`src/sv/swft_pkg.sv`:
```
// Shared types and constants for the single-wire frame transceiver.
`default_nettype none
package swft_pkg;

  // Number of data bits in one frame
  localparam int unsigned DATA_BITS = 32;
  localparam int unsigned SLOT_W    = 6;
  localparam int unsigned WORD_W    = 32;
  localparam int unsigned SHIFT_W   = 5;

  // Spare slot of the frame; the slot after it closes the frame
  localparam logic [SLOT_W-1:0] LAST_SLOT = SLOT_W'(2 + DATA_BITS);

  // Slot codes with a fixed meaning
  localparam logic [SLOT_W-1:0] SLOT_START_ACTIVE = SLOT_W'(0);
  localparam logic [SLOT_W-1:0] SLOT_START_IDLE   = SLOT_W'(1);
  localparam logic [SLOT_W-1:0] SLOT_FIRST_DATA   = SLOT_W'(2);

  // Input command codes
  typedef enum logic {
    CMD_TICK = 1'b0,
    CMD_SEND = 1'b1
  } swft_cmd_t;

  // Engine state
  typedef struct packed {
    logic              phase_even;
    logic [SLOT_W-1:0] slot_index;
    logic              sending;
    logic [WORD_W-1:0] frame_word;
    logic              drive_enable;
    logic              drive_level;
  } swft_state_t;

  // One result word
  typedef struct packed {
    logic              line_drive;
    logic              line_level;
    logic              rx_valid;
    logic [WORD_W-1:0] rx_data;
    logic              tx_busy;
  } swft_result_t;

endpackage
`default_nettype wire

```
`src/sv/swft_if.sv`:
```
// Valid/ready channel interfaces for the transceiver's input and result words.
`default_nettype none
interface swft_in_if;
  import swft_pkg::*;
  logic              valid;
  logic              ready;
  logic              cmd;
  logic              line_active;
  logic [WORD_W-1:0] tx_data;

  modport source (output valid, output cmd, output line_active, output tx_data,
                  input ready);
  modport sink   (input valid, input cmd, input line_active, input tx_data,
                  output ready);
endinterface

interface swft_out_if;
  import swft_pkg::*;
  logic              valid;
  logic              ready;
  logic              line_drive;
  logic              line_level;
  logic              rx_valid;
  logic [WORD_W-1:0] rx_data;
  logic              tx_busy;

  modport source (output valid, output line_drive, output line_level,
                  output rx_valid, output rx_data, output tx_busy, input ready);
  modport sink   (input valid, input line_drive, input line_level,
                  input rx_valid, input rx_data, input tx_busy, output ready);
endinterface
`default_nettype wire

```
`src/sv/single_wire_frame_transceiver_core.sv`:
```
// Top level of the single-wire frame transceiver core.
// Usage:
//   in_ch carries one word per sample tick (cmd = 0, with line_active) or per
//   send request (cmd = 1, with tx_data). Data slots advance on every other tick.
//   out_ch returns exactly one result word per accepted input word: the line
//   drive enable and level, a received frame with rx_valid, and tx_busy.
// Timing and throughput:
//   A result appears in the cycle after its input word is accepted. One input
//   word is taken every cycle while out_ch takes each result; the slot state
//   update is a single pass of logic between the state and result registers.
// Reset:
//   rst (synchronous) puts the engine at slot 0, even phase, not sending,
//   line released, and empties the result register.
// Stalls:
//   When out_ch is not taken, the result holds in its register; one more
//   input word is accepted only if that register drains in the same cycle.
`default_nettype none
module single_wire_frame_transceiver_core (
  input  logic        clk,
  input  logic        rst,
  swft_in_if.sink     in_ch,
  swft_out_if.source  out_ch
);
  import swft_pkg::*;

  swft_state_t  state;
  swft_state_t  state_next;
  swft_result_t res_next;
  swft_result_t res;
  logic         out_valid;
  logic         in_fire;
  logic         out_fire;

  assign in_ch.ready = !out_valid || out_ch.ready;
  assign in_fire     = in_ch.valid && in_ch.ready;
  assign out_fire    = out_valid && out_ch.ready;

  swft_step u_step (
    .cur         (state),
    .cmd         (in_ch.cmd),
    .line_active (in_ch.line_active),
    .tx_data     (in_ch.tx_data),
    .nxt         (state_next),
    .res         (res_next)
  );

  // Engine state
  always_ff @(posedge clk) begin
    if (rst) begin
      state.phase_even   <= 1'b1;
      state.slot_index   <= '0;
      state.sending      <= 1'b0;
      state.frame_word   <= '0;
      state.drive_enable <= 1'b0;
      state.drive_level  <= 1'b0;
    end else if (in_fire) begin
      state <= state_next;
    end
  end

  // Result register
  always_ff @(posedge clk) begin
    if (rst) begin
      out_valid <= 1'b0;
    end else if (in_fire) begin
      out_valid <= 1'b1;
    end else if (out_fire) begin
      out_valid <= 1'b0;
    end
  end

  always_ff @(posedge clk) begin
    if (in_fire) res <= res_next;
  end

  assign out_ch.valid      = out_valid;
  assign out_ch.line_drive = res.line_drive;
  assign out_ch.line_level = res.line_level;
  assign out_ch.rx_valid   = res.rx_valid;
  assign out_ch.rx_data    = res.rx_data;
  assign out_ch.tx_busy    = res.tx_busy;

  // A frame is only reported while the line is released
  assert property (@(posedge clk) disable iff (rst)
    out_valid && res.rx_valid |-> !res.line_drive)
    else $error("frame reported while driving the line");

  // Slot counter never passes the frame-closing slot
  assert property (@(posedge clk) disable iff (rst)
    state.slot_index <= LAST_SLOT + SLOT_W'(1))
    else $error("slot index out of range");

  // A send request at slot 0 always starts a transmission
  assert property (@(posedge clk) disable iff (rst)
    in_fire && in_ch.cmd == CMD_SEND && state.slot_index == SLOT_START_ACTIVE
      |=> state.sending && res.tx_busy)
    else $error("send request at slot 0 not taken");

  // Received data is zero outside a frame report
  assert property (@(posedge clk) disable iff (rst)
    out_valid && !res.rx_valid |-> res.rx_data == '0)
    else $error("rx_data set without rx_valid");

endmodule
`default_nettype wire

```
`src/sv/swft_step.sv`:
```
// Slot state machine update for one input word, and the result it produces.
`default_nettype none
module swft_step (
  input  swft_pkg::swft_state_t  cur,
  input  logic                   cmd,
  input  logic                   line_active,
  input  logic [31:0]            tx_data,
  output swft_pkg::swft_state_t  nxt,
  output swft_pkg::swft_result_t res
);
  import swft_pkg::*;

  logic [SLOT_W-1:0]  slot_off;
  logic [SHIFT_W-1:0] bit_sel;
  logic               flip;
  logic               valid;

  // Data bit position of the current slot
  assign slot_off = cur.slot_index - SLOT_FIRST_DATA;
  assign bit_sel  = slot_off[SHIFT_W-1:0];

  always_comb begin
    nxt   = cur;
    flip  = 1'b1;
    valid = 1'b0;
    if (cmd == CMD_SEND) begin
      // Send request: only taken at slot 0, phase does not move
      flip = 1'b0;
      if (cur.slot_index == SLOT_START_ACTIVE) begin
        nxt.sending    = 1'b1;
        nxt.frame_word = tx_data;
      end
    end else begin
      if (cur.phase_even) begin
        if (cur.sending) begin
          // Transmit slots
          if (cur.slot_index == SLOT_START_ACTIVE) begin
            nxt.drive_enable = 1'b0;
            if (line_active) nxt.slot_index = SLOT_START_IDLE;
          end else if (cur.slot_index == SLOT_START_IDLE) begin
            nxt.drive_enable = 1'b1;
            nxt.drive_level  = 1'b1;
            nxt.slot_index   = SLOT_FIRST_DATA;
          end else if (cur.slot_index < LAST_SLOT) begin
            nxt.drive_enable = 1'b1;
            nxt.drive_level  = ~cur.frame_word[bit_sel];
            nxt.slot_index   = cur.slot_index + SLOT_W'(1);
          end else if (cur.slot_index == LAST_SLOT) begin
            nxt.slot_index = cur.slot_index + SLOT_W'(1);
          end else begin
            nxt.sending    = 1'b0;
            nxt.slot_index = SLOT_START_ACTIVE;
          end
        end else begin
          // Receive slots
          if (cur.slot_index == SLOT_START_ACTIVE) begin
            nxt.drive_enable = 1'b0;
            if (line_active) nxt.slot_index = SLOT_START_IDLE;
          end else if (cur.slot_index == SLOT_START_IDLE) begin
            nxt.drive_enable = 1'b0;
            if (!line_active) begin
              nxt.slot_index = SLOT_FIRST_DATA;
              nxt.frame_word = '0;
            end
          end else if (cur.slot_index < LAST_SLOT) begin
            nxt.drive_enable          = 1'b0;
            nxt.frame_word[bit_sel]   = cur.frame_word[bit_sel] | line_active;
            nxt.slot_index            = cur.slot_index + SLOT_W'(1);
          end else if (cur.slot_index == LAST_SLOT) begin
            nxt.slot_index = cur.slot_index + SLOT_W'(1);
          end else begin
            nxt.slot_index = SLOT_START_ACTIVE;
            valid          = 1'b1;
          end
        end
      end else if (!cur.sending) begin
        // Odd phase while not sending: hunt for the start pattern, resync on the idle slot
        if (cur.slot_index == SLOT_START_ACTIVE) begin
          nxt.drive_enable = 1'b0;
          if (line_active) nxt.slot_index = SLOT_START_IDLE;
        end else if (cur.slot_index == SLOT_START_IDLE) begin
          nxt.drive_enable = 1'b0;
          if (!line_active) begin
            nxt.slot_index = SLOT_FIRST_DATA;
            nxt.frame_word = '0;
            flip           = 1'b0;
          end
        end
      end
    end
    if (flip) nxt.phase_even = ~cur.phase_even;
  end

  // Result word reflects the state after this update
  always_comb begin
    res.line_drive = nxt.drive_enable;
    res.line_level = nxt.drive_enable & nxt.drive_level;
    res.rx_valid   = valid;
    res.rx_data    = valid ? nxt.frame_word : '0;
    res.tx_busy    = nxt.sending;
  end

endmodule
`default_nettype wire
```
`src/flat_wrapper.sv`:
```
// flat-port wrapper written by rule: the top's interface ports become plain ports
module single_wire_frame_transceiver_core_flat import swft_pkg::*;
  (clk, rst, in_ch_valid, in_ch_cmd, in_ch_line_active, in_ch_tx_data, in_ch_ready, out_ch_valid, out_ch_line_drive, out_ch_line_level, out_ch_rx_valid, out_ch_rx_data, out_ch_tx_busy, out_ch_ready);
  swft_in_if in_ch_i ();
  swft_out_if out_ch_i ();
  input  logic clk;
  input  logic rst;
  input wire logic [$bits(in_ch_i.valid)-1:0] in_ch_valid;
  input wire logic [$bits(in_ch_i.cmd)-1:0] in_ch_cmd;
  input wire logic [$bits(in_ch_i.line_active)-1:0] in_ch_line_active;
  input wire logic [$bits(in_ch_i.tx_data)-1:0] in_ch_tx_data;
  output wire logic [$bits(in_ch_i.ready)-1:0] in_ch_ready;
  output wire logic [$bits(out_ch_i.valid)-1:0] out_ch_valid;
  output wire logic [$bits(out_ch_i.line_drive)-1:0] out_ch_line_drive;
  output wire logic [$bits(out_ch_i.line_level)-1:0] out_ch_line_level;
  output wire logic [$bits(out_ch_i.rx_valid)-1:0] out_ch_rx_valid;
  output wire logic [$bits(out_ch_i.rx_data)-1:0] out_ch_rx_data;
  output wire logic [$bits(out_ch_i.tx_busy)-1:0] out_ch_tx_busy;
  input wire logic [$bits(out_ch_i.ready)-1:0] out_ch_ready;
  assign in_ch_i.valid = in_ch_valid;
  assign in_ch_i.cmd = in_ch_cmd;
  assign in_ch_i.line_active = in_ch_line_active;
  assign in_ch_i.tx_data = in_ch_tx_data;
  assign in_ch_ready = in_ch_i.ready;
  assign out_ch_valid = out_ch_i.valid;
  assign out_ch_line_drive = out_ch_i.line_drive;
  assign out_ch_line_level = out_ch_i.line_level;
  assign out_ch_rx_valid = out_ch_i.rx_valid;
  assign out_ch_rx_data = out_ch_i.rx_data;
  assign out_ch_tx_busy = out_ch_i.tx_busy;
  assign out_ch_i.ready = out_ch_ready;
  single_wire_frame_transceiver_core u_core (.clk(clk), .rst(rst), .in_ch(in_ch_i), .out_ch(out_ch_i));
endmodule
```
`config.mk`:
```
export PLATFORM = sky130hd
export DESIGN_NAME = single_wire_frame_transceiver_core_flat
export DESIGN_NICKNAME = d
export VERILOG_FILES = /design/src/sv/swft_pkg.sv /design/src/sv/swft_if.sv /design/src/sv/single_wire_frame_transceiver_core.sv /design/src/sv/swft_step.sv /design/src/flat_wrapper.sv
export SDC_FILE = /design/constraint.sdc
export NUM_CORES = 1
export LEC_CHECK = 0
export BUFFER_PORTS_ARGS = -buffer_cell sky130_fd_sc_hd__buf_2
export CAP_MARGIN = 20
export CORE_ASPECT_RATIO = 1.25
export CORE_MARGIN = 5
export CORE_UTILIZATION = 28
export DETAILED_ROUTE_END_ITERATION = 16
export HOLD_SLACK_MARGIN = 0.08
export PLACE_DENSITY_LB_ADDON = 0.12
export SLEW_MARGIN = 20
export SYNTH_ARGS = -nofsm -noshare
export SYNTH_HDL_FRONTEND = slang
export SYNTH_SLANG_ARGS = --single-unit
```
`constraint.sdc`:
```
create_clock -name clk -period 3.85 [get_ports clk]
set_clock_uncertainty 0.2 [all_clocks]
set_input_delay 0.5775 -clock clk [delete_from_list [all_inputs] [get_ports clk]]
set_output_delay 0.5775 -clock clk [all_outputs]
set_load 0.05 [all_outputs]
```
==> results.txt <==
----------------------------------------------------
[Synth]
  Number of different library cells in the post-synthesis netlist ... 61
  Ranking of synthesized cells by area ... sky130_fd_sc_hd__edfxtp_1 (22%), sky130_fd_sc_hd__dfxtp_1 (17%), sky130_fd_sc_hd__nand2_1 (5.8%), sky130_fd_sc_hd__a21oi_1 (4.8%), sky130_fd_sc_hd__mux2i_1 (3.6%)
  Post-synth EDFFs ... 36
  Warning count from the yosys run ... 0
  Register bit count reported by yosys ... 79
  Ys async rst share ... 0%
  Cells after Synth ... 594
  Yosys top cell area share ... 21.6%
  Most used DFF post-synth ... sky130_fd_sc_hd__dfxtp_1
  Cell Area, Synth ... 0.00502 mm²
  Synth Area per Inst ... 8.44 µm²
  Area leader, netlist ... sky130_fd_sc_hd__edfxtp_1
  Syn Nets ... 638
  Sequential element share of the synthesized area ... 38.7%

[Die]
  Die width ... 130 µm
  Area of the die ... 0.0207 mm²
  Number of standard-cell rows in the floorplan ... 54
  Height of the chip ... 160 µm
  I/O Pins ... 76
  Placeable core area ... 0.0176 mm²
  Initial standard-cell utilization of the core ... 28.6%

[Place]
  Detail Placement HPWL ... 13,600 µm
  Port Buf Inserts ... 75
  Final GP Congestion ... 0.880
  Worst-case setup slack after placement ... 0.726 ns
  Post-DP Area ... 0.00565 mm²

[Setup path]
  Worst reg-to-reg path cell count ... 8
  Startpoint kind of the worst setup timing path ... register
  Reg-to-reg slack, setup ... 0.65 ns
  CP required ... 3.75 ns
  Master of the slowest instance on the critical path ... sky130_fd_sc_hd__dfxtp_1
  Arrival time of data at the critical path endpoint ... 3.10 ns
  Largest fanout on the critical path ... 12
  FF-to-FF End ... u_core.out_ch.rx_data[22]$_SDFFCE_PN0P_
  Series of cell instances along the critical path ... inv_1, ha_1, nor3_1, nand4_1, and2_0, a311oi_1, a41oi_1, and2_1
  Worst Setup End Kind ... register
  Type of the worst setup path ... reg -> reg
  Worst flop-to-flop path startpoint ... u_core.state[35]$_SDFFE_PP0P_
  Delay of the slowest critical-path stage ... 0.58 ns

[Clock tree]
  Clock tree root buffer cell ... sky130_fd_sc_hd__clkbuf_16
  Setup fix buffers added after clock tree synthesis ... 0
  CTS tree ... done
  Post-CTS Hold Buffers ... 0
  Number of buffers between clock root and the deepest sink ... 2
  Count of cells resized by post-cts repair ... 0
  Skew-Pair Late Insertion Delay ... 0.35 ns
  H-tree levels ... 3
  Inserted Clock Buffers ... 9
  Clock-pin slew on the worst setup and hold paths ... 0.07 ns
  TritonCTS sink count ... 79

[Pwr]
  Switching portion of total power ... 31.0%
  Switching power total ... 0.000706 W
  Clock power share ... 39.0%
  Static Leak ... 2.20 nW
  Power density over the cells ... 383 mW/mm²
  Comb power frac ... 18.6%
  Internal power ... 0.00157 W
  Sequential cell fraction of total power ... 42.4%
  Worst vdd ir ... 180 µV

[Detailed routing]
  Vias after detailed routing ... 5,077
  Post-route antenna net violation count ... 0
  Final WL ... 18,500 µm
  Total iterations of the first detailed-routing run ... 5
  Detailed router's first-iteration violation count ... 585
  Routed via count divided by cell count ... 5.71
  Wire per inst ... 20.8 µm
  DR DRC count ... 0

[Global route]
  Via count of the first global-routing pass ... 5,001
  Largest net degree at the start of global routing ... 37
  Leftover overflow at the end of global routing ... 0
  Number of antenna violations at the first check in global routing ... 0
  Total track usage ... 17.8%
  First-pass GRT wire length ... 28,700 µm

[Timing]
  Number of failing setup endpoints in the final timing report ... 0
  Minimum setup slack in the final design ... 0.647 ns
  Slew of the pin with the lowest slew margin ... 1.01 ns
  Setup repair after global routing missed its margin ... no
  Final period utilization ... 83.2%
  Final Hold Viols ... 0
  Pins over their slew limit ... 0
  Setup TNS ... 0 ns
  Worst hold slack ... 0.273 ns
  Max Clk Rate ... 312 MHz
  Tmin final ... 3.20 ns
  Worst relative slew slack ... 32.5%

[Cells and area]
  Final non-filler cell area ... 0.00595 mm²
  Number of inserted diodes ... 0
  Fraction of layout cells with a size suffix above 1 ... 18.9%
  Area of the multi-input gates ... 0.00281 mm²
  Filler cell count in the final layout ... 1,840
  Total number of nets in the final design ... 704
  Area used by sequential logic in the layout ... 0.00194 mm²
  Area delta synth->final ... 18.7%

[Worst hold path]
  Hold Path Origin ... in_ch_valid
  Tightest Hold Check Type ... in -> reg
  Hold EP ... u_core.out_ch.valid$_SDFFE_PP0P_
  Hold depth ... 3

[Run status]
  Result of the run ... completed

[Run]
  Maximum Capacitance Violations ... 0

----------------------------------------------------
worst max-delay path: cells and delay by family, from the launching register on:
family                   cells  cell delay [ns]
buffers and inverters        1             0.16
AND/OR/NAND/NOR              4             1.22
AO/OA/AOI/OAI                2             0.41
flip-flops                   1             0.58
adder cells (fa/ha/maj)      1             0.37
cell type report:
cell class	instances	area share, %
Sequential cell	79	32.6
Clock buffer	12	4.14
Clock inverter	4	0.904
Inverter	13	0.820
Multi-Input combinational cell	456	47.2
Timing Repair Buffer	101	9.59
Tap cell	224	4.71
routing by layer:
layer  vias up  track usage, %  routed length, µm
li1       2381               -                  -
met1      2459            23.8               7990
met2       198            27.5               8680
met3        39            3.31               1180
met4         0            8.74                660
met5         -               0                  0
worst max-delay path by stage:
stage | startpoint | end | slack (ns) | depth (start not counted)
2_1_floorplan | out_ch_ready | u_core.state[26]$_SDFFE_PP0P_ | 0.32 | 8
3_3_place_gp | u_core.state[35]$_SDFFE_PP0P_ | u_core.out_ch.rx_data[22]$_SDFFCE_PN0P_ | 0.67 | 8
3_5_place_dp | u_core.state[35]$_SDFFE_PP0P_ | u_core.out_ch.rx_data[22]$_SDFFCE_PN0P_ | 0.73 | 8
4_1_cts | u_core.state[35]$_SDFFE_PP0P_ | u_core.out_ch.rx_data[22]$_SDFFCE_PN0P_ | 0.70 | 8
5_1_grt | u_core.state[35]$_SDFFE_PP0P_ | u_core.out_ch.rx_data[22]$_SDFFCE_PN0P_ | 0.41 | 8
6_report | u_core.state[35]$_SDFFE_PP0P_ | u_core.out_ch.rx_data[22]$_SDFFCE_PN0P_ | 0.65 | 8
synthesized netlist by cell type, drive strengths merged (3+ instances only):
cell and count:
inv 12, o221ai 5, a22o 6, buf 21, edfxtp 36, nor3 7
nand3b 3, ha 6, o21ai 42, nand4 12, mux2i 18, and2 25
nand3 33, a211oi 8, nand2 77, a31oi 19, and3 6, a21boi 3
a311oi 9, nor2b 9, o41ai 6, a22oi 8, clkbuf 25, nor2 41
a211o 11, a32o 15, nor3b 5, a21o 3, dfxtp 43, o31ai 3
a41oi 3, or3 3, a21oi 48, o21a 4
logic make-up after synthesis:
kind of cell | Yosys count | share of synthesized area (%)
buf+inv | 59 | 5.26
flops | 79 | 38.7
simple gates | 229 | 22.7
compound gates | 203 | 28.2
fa+ha+maj | 6 | 1.50
mux | 18 | 3.59
flip-flops by register name, summed over array words and instances, names as in the netlist:
register                  count
u_core.out_ch.line_drive      1
u_core.state                 42
u_core.out_ch.rx_data        32
u_core.out_ch.valid           1
u_core.out_ch.tx_busy         1
u_core.out_ch.line_level      1
u_core.out_ch.rx_valid        1
power by group through the flow:
| stage | Sequential [W] | Clock (W) | Combinational, W |
|---|---|---|---|
| floorplan | 0.00104 | 0 | 0.000230 |
| detailed placement | 0.000981 | 0 | 0.000422 |
| finish | 0.000965 | 0.000889 | 0.000424 |
| CTS | 0.000963 | 0.000913 | 0.000424 |
| global route | 0.000969 | 0.000951 | 0.000458 |
| global placement | 0.000981 | 0 | 0.000421 |
cells in the final DEF, fill, tap and decap left out, types with 11 or more instances in the layout:
master and n:
sky130_fd_sc_hd__o21ai_0 15, sky130_fd_sc_hd__o21ai_1 27, sky130_fd_sc_hd__nand3_1 32, sky130_fd_sc_hd__a21oi_1 48
sky130_fd_sc_hd__a32o_1 15, sky130_fd_sc_hd__nand4_1 12, sky130_fd_sc_hd__a211o_1 11, sky130_fd_sc_hd__edfxtp_1 36
sky130_fd_sc_hd__nor2_1 41, sky130_fd_sc_hd__buf_4 26, sky130_fd_sc_hd__nand2_1 77, sky130_fd_sc_hd__a31oi_1 19
sky130_fd_sc_hd__and2_1 24, sky130_fd_sc_hd__buf_2 75, sky130_fd_sc_hd__mux2i_1 18, sky130_fd_sc_hd__dfxtp_1 43
sky130_fd_sc_hd__inv_1 11
through the flow:
| stage | utilization [%] | std cells | power (W) |
|---|---|---|---|
| floorplan | - | 594 | 0.00127 |
| global placement | 32.2 | 873 | 0.00140 |
| detailed placement | 32.2 | 873 | 0.00140 |
| CTS | 33.9 | 889 | 0.00230 |
| global route | 33.9 | 889 | 0.00238 |
| finish | 33.9 | 889 | 0.00228 |
Power figures use the tool's default switching activity.
